[src/rtl/s2i_pkg.sv]
// ----------------------------------------------------------------------------
// s2i_pkg
// Types and constants shared by the string to int64 parser modules.
// ----------------------------------------------------------------------------
package s2i_pkg;

    localparam int CH_W     = 8;
    localparam int BASE_W   = 6;
    localparam int DIGIT_W  = 6;
    localparam int VALUE_W  = 64;
    localparam int OFFS_W   = 16;
    localparam int ADDR_W   = 3;
    localparam int APB_W    = 32;

    // radix codes
    localparam logic [BASE_W-1:0] BASE_DETECT = 6'd0;
    localparam logic [BASE_W-1:0] BASE_MIN    = 6'd2;
    localparam logic [BASE_W-1:0] BASE_OCT    = 6'd8;
    localparam logic [BASE_W-1:0] BASE_DEC    = 6'd10;
    localparam logic [BASE_W-1:0] BASE_HEX    = 6'd16;
    localparam logic [BASE_W-1:0] BASE_MAX    = 6'd36;
    localparam logic [BASE_W-1:0] BASE_RESET  = 6'd10;

    localparam logic [VALUE_W-1:0] POS_MAX = 64'h7FFF_FFFF_FFFF_FFFF;
    localparam logic [VALUE_W-1:0] NEG_MAX = 64'h8000_0000_0000_0000;

    // character codes
    localparam logic [CH_W-1:0] CH_TAB   = 8'd9;
    localparam logic [CH_W-1:0] CH_CR    = 8'd13;
    localparam logic [CH_W-1:0] CH_SPACE = 8'd32;
    localparam logic [CH_W-1:0] CH_PLUS  = 8'h2B;
    localparam logic [CH_W-1:0] CH_MINUS = 8'h2D;
    localparam logic [CH_W-1:0] CH_0     = 8'h30;
    localparam logic [CH_W-1:0] CH_9     = 8'h39;
    localparam logic [CH_W-1:0] CH_UA    = 8'h41;
    localparam logic [CH_W-1:0] CH_UX    = 8'h58;
    localparam logic [CH_W-1:0] CH_UZ    = 8'h5A;
    localparam logic [CH_W-1:0] CH_LA    = 8'h61;
    localparam logic [CH_W-1:0] CH_LX    = 8'h78;
    localparam logic [CH_W-1:0] CH_LZ    = 8'h7A;
    localparam logic [CH_W-1:0] UPPER_OFS = 8'd55;  // 'A' - 10
    localparam logic [CH_W-1:0] LOWER_OFS = 8'd87;  // 'a' - 10

    // register index taken from paddr[2]
    localparam logic REG_NUMBER_BASE = 1'b0;

    typedef enum logic [6:0] {
        PH_IDLE     = 7'b000_0001,
        PH_SKIP     = 7'b000_0010,
        PH_SIGNED   = 7'b000_0100,
        PH_ZERO     = 7'b000_1000,
        PH_HEXSTART = 7'b001_0000,
        PH_DIGITS   = 7'b010_0000,
        PH_DONE     = 7'b100_0000
    } t_phase;

    typedef struct packed {
        logic               is_space;
        logic               is_plus;
        logic               is_minus;
        logic               is_zero;
        logic               is_x;
        logic               dig_valid;
        logic [DIGIT_W-1:0] dig;
    } t_char_class;

    typedef struct packed {
        logic [VALUE_W-1:0] value;
        logic               ovf;
        logic               digits;
        logic [OFFS_W-1:0]  end_offset;
    } t_result;

endpackage

[src/rtl/s2i_char_class.sv]
// ----------------------------------------------------------------------------
// s2i_char_class
// Decodes one character into whitespace, sign, prefix and digit value.
// ----------------------------------------------------------------------------
module s2i_char_class (
    input  logic [s2i_pkg::CH_W-1:0] i_ch,
    output s2i_pkg::t_char_class     o_class
);

    logic [s2i_pkg::CH_W-1:0] dig_full;

    always_comb begin
        dig_full = '0;
        o_class  = '0;
        o_class.is_space = (i_ch == s2i_pkg::CH_SPACE) ||
                           (i_ch inside {[s2i_pkg::CH_TAB:s2i_pkg::CH_CR]});
        o_class.is_plus  = (i_ch == s2i_pkg::CH_PLUS);
        o_class.is_minus = (i_ch == s2i_pkg::CH_MINUS);
        o_class.is_zero  = (i_ch == s2i_pkg::CH_0);
        o_class.is_x     = (i_ch == s2i_pkg::CH_LX) || (i_ch == s2i_pkg::CH_UX);
        if (i_ch inside {[s2i_pkg::CH_0:s2i_pkg::CH_9]}) begin
            dig_full          = i_ch - s2i_pkg::CH_0;
            o_class.dig_valid = 1'b1;
        end else if (i_ch inside {[s2i_pkg::CH_UA:s2i_pkg::CH_UZ]}) begin
            dig_full          = i_ch - s2i_pkg::UPPER_OFS;
            o_class.dig_valid = 1'b1;
        end else if (i_ch inside {[s2i_pkg::CH_LA:s2i_pkg::CH_LZ]}) begin
            dig_full          = i_ch - s2i_pkg::LOWER_OFS;
            o_class.dig_valid = 1'b1;
        end
        o_class.dig = dig_full[s2i_pkg::DIGIT_W-1:0];
    end

endmodule

[src/rtl/s2i_core.sv]
// ----------------------------------------------------------------------------
// s2i_core
// Parse state, accumulator multiply-add and result formation for one char.
// ----------------------------------------------------------------------------
module s2i_core #(
    parameter longint unsigned OFFSET_LIMIT = 65535
) (
    input  logic                       i_clk,
    input  logic                       i_rst_n,
    input  logic                       i_fire,
    input  logic [s2i_pkg::CH_W-1:0]   i_ch,
    input  logic                       i_first,
    input  logic [s2i_pkg::BASE_W-1:0] i_number_base,
    output logic                       o_result_valid,
    output s2i_pkg::t_result           o_result
);

    localparam int POS_W = $clog2(OFFSET_LIMIT + 1);
    localparam logic [POS_W-1:0] POS_LIMIT = POS_W'(OFFSET_LIMIT);
    localparam int PROD_W = s2i_pkg::VALUE_W + s2i_pkg::BASE_W;

    s2i_pkg::t_char_class cls;

    s2i_pkg::t_phase              r_phase, n_phase, ph;
    logic                         r_neg, n_neg;
    logic [s2i_pkg::VALUE_W-1:0]  r_acc, n_acc;
    logic                         r_ovf, n_ovf;
    logic                         r_any, n_any;
    logic [s2i_pkg::BASE_W-1:0]   r_eb, n_eb;
    logic [POS_W-1:0]             r_pos, n_pos;

    logic                         active;
    logic                         start;
    logic                         run;
    logic                         digit_ok;
    logic [PROD_W-1:0]            prod;
    logic [s2i_pkg::VALUE_W-1:0]  limit;
    logic [POS_W+s2i_pkg::OFFS_W-1:0] pos_ext;

    s2i_char_class u_char_class (
        .i_ch    (i_ch),
        .o_class (cls)
    );

    always_comb begin
        active = i_first || !((r_phase == s2i_pkg::PH_IDLE) ||
                              (r_phase == s2i_pkg::PH_DONE));
        ph     = i_first ? s2i_pkg::PH_SKIP : r_phase;
        n_phase = ph;
        n_neg   = i_first ? 1'b0 : r_neg;
        n_acc   = i_first ? '0 : r_acc;
        n_ovf   = i_first ? 1'b0 : r_ovf;
        n_any   = i_first ? 1'b0 : r_any;
        n_eb    = i_first ? i_number_base : r_eb;
        n_pos   = r_pos;
        if (i_first) begin
            n_pos = '0;
        end else if (active && (r_pos < POS_LIMIT)) begin
            n_pos = r_pos + 1'b1;
        end

        start    = 1'b0;
        run      = 1'b0;
        digit_ok = 1'b0;
        prod     = '0;
        o_result_valid = 1'b0;

        case (ph)
            s2i_pkg::PH_SKIP: begin
                if (cls.is_space) begin
                    n_phase = s2i_pkg::PH_SKIP;
                end else if (cls.is_plus || cls.is_minus) begin
                    n_neg   = cls.is_minus;
                    n_phase = s2i_pkg::PH_SIGNED;
                end else begin
                    start = 1'b1;
                end
            end
            s2i_pkg::PH_SIGNED: begin
                start = 1'b1;
            end
            s2i_pkg::PH_ZERO: begin
                if (cls.is_x) begin
                    n_eb    = s2i_pkg::BASE_HEX;
                    n_phase = s2i_pkg::PH_HEXSTART;
                end else begin
                    // leading zero counts as a digit; accumulator stays zero
                    if (n_eb == s2i_pkg::BASE_DETECT) begin
                        n_eb = s2i_pkg::BASE_OCT;
                    end
                    n_any = 1'b1;
                    run   = 1'b1;
                end
            end
            s2i_pkg::PH_HEXSTART, s2i_pkg::PH_DIGITS: begin
                run = 1'b1;
            end
            default: begin
                n_phase = ph;
            end
        endcase

        if (start) begin
            if (((n_eb == s2i_pkg::BASE_DETECT) || (n_eb == s2i_pkg::BASE_HEX)) &&
                cls.is_zero) begin
                n_phase = s2i_pkg::PH_ZERO;
            end else begin
                if (n_eb == s2i_pkg::BASE_DETECT) begin
                    n_eb = s2i_pkg::BASE_DEC;
                end
                run = 1'b1;
            end
        end

        limit = n_neg ? s2i_pkg::NEG_MAX : s2i_pkg::POS_MAX;

        if (run) begin
            digit_ok = cls.dig_valid && (n_eb >= s2i_pkg::BASE_MIN) &&
                       (n_eb <= s2i_pkg::BASE_MAX) && (cls.dig < n_eb);
            if (digit_ok) begin
                prod = {{s2i_pkg::BASE_W{1'b0}}, n_acc} * n_eb +
                       {{s2i_pkg::VALUE_W{1'b0}}, cls.dig};
                if (n_ovf || (prod > {{s2i_pkg::BASE_W{1'b0}}, limit})) begin
                    n_ovf = 1'b1;
                end else begin
                    n_acc = prod[s2i_pkg::VALUE_W-1:0];
                end
                n_any   = 1'b1;
                n_phase = s2i_pkg::PH_DIGITS;
            end else begin
                o_result_valid = active;
                n_phase        = s2i_pkg::PH_DONE;
            end
        end

        pos_ext = (POS_W + s2i_pkg::OFFS_W)'(n_pos);
        o_result.ovf        = n_any && n_ovf;
        o_result.digits     = n_any;
        o_result.end_offset = n_any ? pos_ext[s2i_pkg::OFFS_W-1:0] : '0;
        if (!n_any) begin
            o_result.value = '0;
        end else if (n_ovf) begin
            o_result.value = limit;
        end else begin
            o_result.value = n_neg ? (~n_acc + 1'b1) : n_acc;
        end
    end

    always_ff @(posedge i_clk) begin
        if (!i_rst_n) begin
            r_phase <= s2i_pkg::PH_IDLE;
            r_neg   <= 1'b0;
            r_acc   <= '0;
            r_ovf   <= 1'b0;
            r_any   <= 1'b0;
            r_eb    <= s2i_pkg::BASE_RESET;
            r_pos   <= '0;
        end else if (i_fire && active) begin
            r_phase <= n_phase;
            r_neg   <= n_neg;
            r_acc   <= n_acc;
            r_ovf   <= n_ovf;
            r_any   <= n_any;
            r_eb    <= n_eb;
            r_pos   <= n_pos;
        end
    end

endmodule

[src/rtl/string_to_int64_parser.sv]
// ----------------------------------------------------------------------------
// string_to_int64_parser
// Streaming strtoll-style parser: one character per transaction in, one
// signed 64-bit result per terminated string out.
// ----------------------------------------------------------------------------
// Path: input register, combinational core, then the result register.
// Throughput: one character per cycle unless the sink stalls; the state
// update (6-bit by 64-bit multiply-add, overflow compare) closes in the
// single core stage. Stall: input holds while the result waits on the sink.
// Reset: synchronous, active low; parser idles until a start flag, base = 10.
// ----------------------------------------------------------------------------
module string_to_int64_parser #(
    parameter longint unsigned OFFSET_LIMIT = 65535
) (
    input  logic        i_clk,
    input  logic        i_rst_n,
    // input stream
    input  logic        s_axis_tvalid,
    output logic        s_axis_tready,
    input  logic [7:0]  s_axis_tdata,   // [7:0] ch
    input  logic [0:0]  s_axis_tuser,   // [0] first
    // result stream
    output logic        m_axis_tvalid,
    input  logic        m_axis_tready,
    output logic [79:0] m_axis_tdata,   // [63:0] value, [79:64] end_offset
    output logic [1:0]  m_axis_tuser,   // [0] overflow, [1] digits_seen
    // configuration
    input  logic                       psel,
    input  logic                       penable,
    input  logic                       pwrite,
    input  logic [s2i_pkg::ADDR_W-1:0] paddr,
    input  logic [s2i_pkg::APB_W-1:0]  pwdata,
    output logic [s2i_pkg::APB_W-1:0]  prdata,
    output logic                       pready
);

    logic                         r_in_valid;
    logic [s2i_pkg::CH_W-1:0]     r_in_ch;
    logic                         r_in_first;
    logic                         r_out_valid;
    s2i_pkg::t_result             r_out;
    logic [s2i_pkg::BASE_W-1:0]   r_base;

    logic                         fire;
    logic                         core_valid;
    s2i_pkg::t_result             core_result;
    logic                         cfg_wr;

    // advance the core when a character is held and the result register can take its output
    assign fire          = r_in_valid && (!r_out_valid || m_axis_tready);
    assign s_axis_tready = !r_in_valid || fire;

    s2i_core #(
        .OFFSET_LIMIT (OFFSET_LIMIT)
    ) u_core (
        .i_clk          (i_clk),
        .i_rst_n        (i_rst_n),
        .i_fire         (fire),
        .i_ch           (r_in_ch),
        .i_first        (r_in_first),
        .i_number_base  (r_base),
        .o_result_valid (core_valid),
        .o_result       (core_result)
    );

    always_ff @(posedge i_clk) begin
        if (!i_rst_n) begin
            r_in_valid <= 1'b0;
        end else if (s_axis_tready) begin
            r_in_valid <= s_axis_tvalid;
        end
    end

    always_ff @(posedge i_clk) begin
        if (s_axis_tready && s_axis_tvalid) begin
            r_in_ch    <= s_axis_tdata;
            r_in_first <= s_axis_tuser[0];
        end
    end

    always_ff @(posedge i_clk) begin
        if (!i_rst_n) begin
            r_out_valid <= 1'b0;
        end else if (fire) begin
            r_out_valid <= core_valid;
        end else if (m_axis_tready) begin
            r_out_valid <= 1'b0;
        end
    end

    always_ff @(posedge i_clk) begin
        if (fire && core_valid) begin
            r_out <= core_result;
        end
    end

    assign m_axis_tvalid = r_out_valid;
    assign m_axis_tdata  = {r_out.end_offset, r_out.value};
    assign m_axis_tuser  = {r_out.digits, r_out.ovf};

    // configuration register
    assign pready = 1'b1;
    assign cfg_wr = psel && penable && pwrite && pready &&
                    (paddr[2] == s2i_pkg::REG_NUMBER_BASE);

    always_ff @(posedge i_clk) begin
        if (!i_rst_n) begin
            r_base <= s2i_pkg::BASE_RESET;
        end else if (cfg_wr) begin
            r_base <= pwdata[s2i_pkg::BASE_W-1:0];
        end
    end

    always_comb begin
        prdata = '0;
        if (paddr[2] == s2i_pkg::REG_NUMBER_BASE) begin
            prdata = s2i_pkg::APB_W'(r_base);
        end
    end

    // ------------------------------------------------------------------------
    a_stall_has_item: assert property (@(posedge i_clk) disable iff (!i_rst_n)
        !s_axis_tready |-> r_in_valid)
        else $error("input stalled with empty input register");

    a_no_digit_zero: assert property (@(posedge i_clk) disable iff (!i_rst_n)
        (r_out_valid && !r_out.digits) |->
        ((r_out.value == '0) && (r_out.end_offset == '0) && !r_out.ovf))
        else $error("result without digits carries nonzero fields");

    a_result_lands: assert property (@(posedge i_clk) disable iff (!i_rst_n)
        (fire && core_valid) |=> m_axis_tvalid)
        else $error("core result not presented");

    a_cfg_write: assert property (@(posedge i_clk) disable iff (!i_rst_n)
        cfg_wr |=> (r_base == $past(pwdata[s2i_pkg::BASE_W-1:0])))
        else $error("number base write lost");

endmodule
[config.mk]
export PLATFORM = sky130hd
export DESIGN_NAME = string_to_int64_parser
export DESIGN_NICKNAME = d
export VERILOG_FILES = /design/src/rtl/s2i_pkg.sv /design/src/rtl/s2i_char_class.sv /design/src/rtl/s2i_core.sv /design/src/rtl/string_to_int64_parser.sv
export SDC_FILE = /design/constraint.sdc
export NUM_CORES = 2
export LEC_CHECK = 0
export ABC_AREA = 1
export BUFFER_PORTS_ARGS = -buffer_cell sky130_fd_sc_hd__buf_2
export CAP_MARGIN = 0
export CORE_MARGIN = 2
export CORE_UTILIZATION = 69
export DETAILED_ROUTE_END_ITERATION = 6
export PLACE_DENSITY = 0.87
export SLEW_MARGIN = 20
export SYNTH_ARGS = -nofsm -noshare
export SYNTH_HDL_FRONTEND = slang
export SYNTH_SLANG_ARGS = --single-unit
[constraint.sdc]
create_clock -name i_clk -period 15.3 [get_ports i_clk]
set_clock_uncertainty 0.2 [all_clocks]
set_input_delay 0 -clock i_clk [delete_from_list [all_inputs] [get_ports i_clk]]
set_output_delay 0 -clock i_clk [all_outputs]
set_load 0.01 [all_outputs]
==> reports/results.ini <==
[power]
p_per_area_mw_per_mm2 = 60.1
irDropWorstVdd_mv = 0.0891
p_leak_nw = 15.8

[yosys]
synth_cell_types = 65
syn-instance-count = 3962
synth_edf_count = 91
syn_avg_cell_area_um2 = 6.93
synthTopCellsByArea = fa_1 18%, nand2_1 13%, ha_1 10%
yosysWarnings = 0
synth_top_flop_cell = dfxtp_1
syn_area_mm2 = 0.0274
ys_ff_latch = 195
yosysSeqAreaShare_pct = 17.5
synth.top_cell.area_share_pct = 18.4
synth_area_leader_cell = fa_1
synth-async-reset-ratio_pct = 0

[routing]
detail_route.vias_per_cell = 5.96
drt_pre_antenna_iters = 7
drc = 1
wl_per_cell_um = 18.0
drt_iter0_markers = 3280
vias = 27100
postRouteAntennaNets = 0
wirelength_um = 81700

[clocking]
root_buffer = clkbuf_16
cts_tree = built
clock_sinks = 195
clockBufferDepth = 2
clk_latency_ps = 450
cts_post_setup_buffers_inserted = 0
clkSlewWorstSetupHoldPaths_ps = 70
numCtsBuffers = 17
h-tree-depth = 4

[sta]
finalCriticalPeriod_ps = 13220
drv_slew = 0
setup_tns_ps = 0
worst_pin_slew_ps = 1080
grt_setup_unrepaired = false
fin_crit_sh_pct = 86.4
setup-violations-final = 0
max_slew_margin_pct = 28.2
hold_viol_final = 0
fmax_mhz = 75.7

[worst_setup_path]
max_stage_delay_ps = 860
reg2reg_slack_ps = 2080
timing.critical_path.mode_cell = nand2_1
crit_start = r_in_first
required_ps = 15300
critical_path.endpoint_type = flip-flop
startpoint_type = flip-flop
crit_cells = 47
cp_max_fo = 69
cp_num_buf_inv = 7
cp_top_family = simple AND/OR/NAND/NOR gates
path_class = flip-flop to flip-flop
reg2reg_depth = 47
slowest_stage = clkinv_1
r2r-end = m_axis_tdata[48]
crit_end = m_axis_tdata[48]
critical_path_arrival_ps = 13220
reg2reg_from = r_in_first

[min_path]
hold_path_class = primary input to flip-flop
hold_depth = 3

[global_routing]
grt_max_degree = 97
grtUsageMet2_pct = 62.7
grt.total_usage_pct = 39.8
grt_pass1_wl_um = 131000
grt_overflow = 0
use_met3_pct = 6.14
grt_pass1_vias = 25300
grtUsageMet1_pct = 55.2
top_usage_layer = met2
antenna_found_initial = 0

[place]
io_buffers = 112
hpwl_um = 62900
dpl_cell_area_mm2 = 0.0281
gp_congestion = 1.01

[floorplan]
initial_core_util_pct = 69.5
die_h_um = 203
dieArea_mm2 = 0.0414
core_area_mm2 = 0.0395
pin_count = 168
fp-row-count = 73
die_x_um = 203

[finish]
drive_gt1_share_pct = 7.27
area.growth.synth_to_final_pct = 5.30
diodes = 0
fin_util_pct = 73.2
nNetsFinal = 4530
stdcell_area_mm2 = 0.0289

[run_status]
violations = DRC
status = finished with violations

[run]
maxCapViolCount = 0

## cell type report
cell class,count,area (µm²)
Multi-Input combinational cell,3035,19700
Fill cell,3341,10600
Sequential cell,195,4810
Inverter,595,2240
Timing Repair Buffer,157,956
Tap cell,525,657
Clock buffer,21,440
Clock inverter,11,133
## how the worst min path moves through the flow
stage	from	to	slack (ps)
2_1_floorplan	paddr[2]	prdata[0]	-150
3_3_place_gp	s_axis_tdata[6]	r_in_ch[6]	-20
3_5_place_dp	s_axis_tdata[5]	r_in_ch[5]	-20
4_1_cts	i_rst_n	u_core.r_phase[0]	5
5_1_grt	i_rst_n	u_core.r_phase[0]	20
6_report	i_rst_n	u_core.r_phase[0]	30
## cells in the mapped netlist, types with 3 or more instances
master / n
nand2_2: 38
xnor2_1: 21
o21a_1: 5
a21oi_2: 3
o21ai_0: 190
buf_4: 31
nor4_1: 9
xor2_1: 43
nor3_2: 4
o21ai_2: 6
and2_1: 7
nor2_2: 20
inv_2: 21
o21ai_1: 15
o211ai_1: 8
nand3b_1: 7
dfxtp_1: 104
ha_1: 226
buf_2: 16
a31oi_1: 14
inv_1: 569
buf_6: 12
nand2_1: 948
buf_1: 15
fa_1: 252
clkinv_1: 4
nand3_2: 11
clkbuf_1: 86
nor3_1: 26
o21bai_1: 15
a21oi_1: 281
nand3_1: 141
a221oi_1: 4
a21o_1: 6
nand4_1: 93
nor2_1: 574
nor2_4: 8
or2_2: 3
and3_1: 5
edfxtp_1: 91
## registers in the layout (all words and copies together), names as in the netlist, 2 cells and up
name	cells
m_axis_tdata	80
u_core.r_acc	64
u_core.r_pos	16
r_in_ch	8
u_core.r_phase	7
r_base	6
u_core.r_eb	6
m_axis_tuser	2
## tightest hold or removal path, cell delays in order
cell,delay (ps)
buf_2,90
buf_4,350
nand2_1,160
## kinds of logic (layout without fill, tap and decap cells)
group | Yosys count | after routing | synth area share, %
and+or+nand+nor | 1903 | 1903 | 29.3
buffers and inverters | 757 | 784 | 11.3
AOI/OAI and AO/OA | 563 | 563 | 11.1
adders and majority gates | 478 | 478 | 28.7
DFF | 195 | 195 | 17.5
xor gates and xnor gates | 64 | 64 | 2.04
other | 2 | 27 | 0.0274
## routing by layer
| metal | share of wire (%) | wire length [µm] | up-vias |
|---|---|---|---|
| met3 | 11 | 9160 | 235 |
| li1 | - | - | 12600 |
| met5 | 0 | 0 | - |
| met1 | 40 | 32900 | 12500 |
| met4 | 3.9 | 3230 | 0 |
| met2 | 45 | 36400 | 1673 |
## report_power, final
group / switching [W] / total (W) / internal (W)
Combinational: 0.000495 / 0.000699 / 0.000204
Clock: 0.000210 / 0.000453 / 0.000243
Sequential: 0.0000146 / 0.000585 / 0.000571
Total: 0.000719 / 0.00174 / 0.00102
## what timing repair did
item | 4_1_cts | 5_1_grt
hold buffers | 23 | 0
hold endpoints to repair | 26 | 0
resized for setup | 0 | 0
## cells in the final DEF (no fill, tap or decap), types with 43 or more instances in the layout
master    instances
nand2_1         946
fa_1            252
dfxtp_1         104
a21oi_1         281
o21ai_0         190
edfxtp_1         91
inv_1           568
nand3_1         140
nor2_1          573
buf_2           112
nand4_1          93
ha_1            226
xor2_1           43
## metrics by stage
step                      worst slack, ps  instances  hold WS (ps)  total power (W)
after floorplan                      6120       3987          -152          0.00110
after global placement               2800       4484         -22.0          0.00124
after detailed placement             2640       4484         -20.9          0.00126
after CTS                            2570       4539          4.56          0.00171
after global routing                 1530       4539          22.0          0.00183
final                                2080       4539          34.3          0.00174
Note: power is estimated with default switching activity, not from simulation.
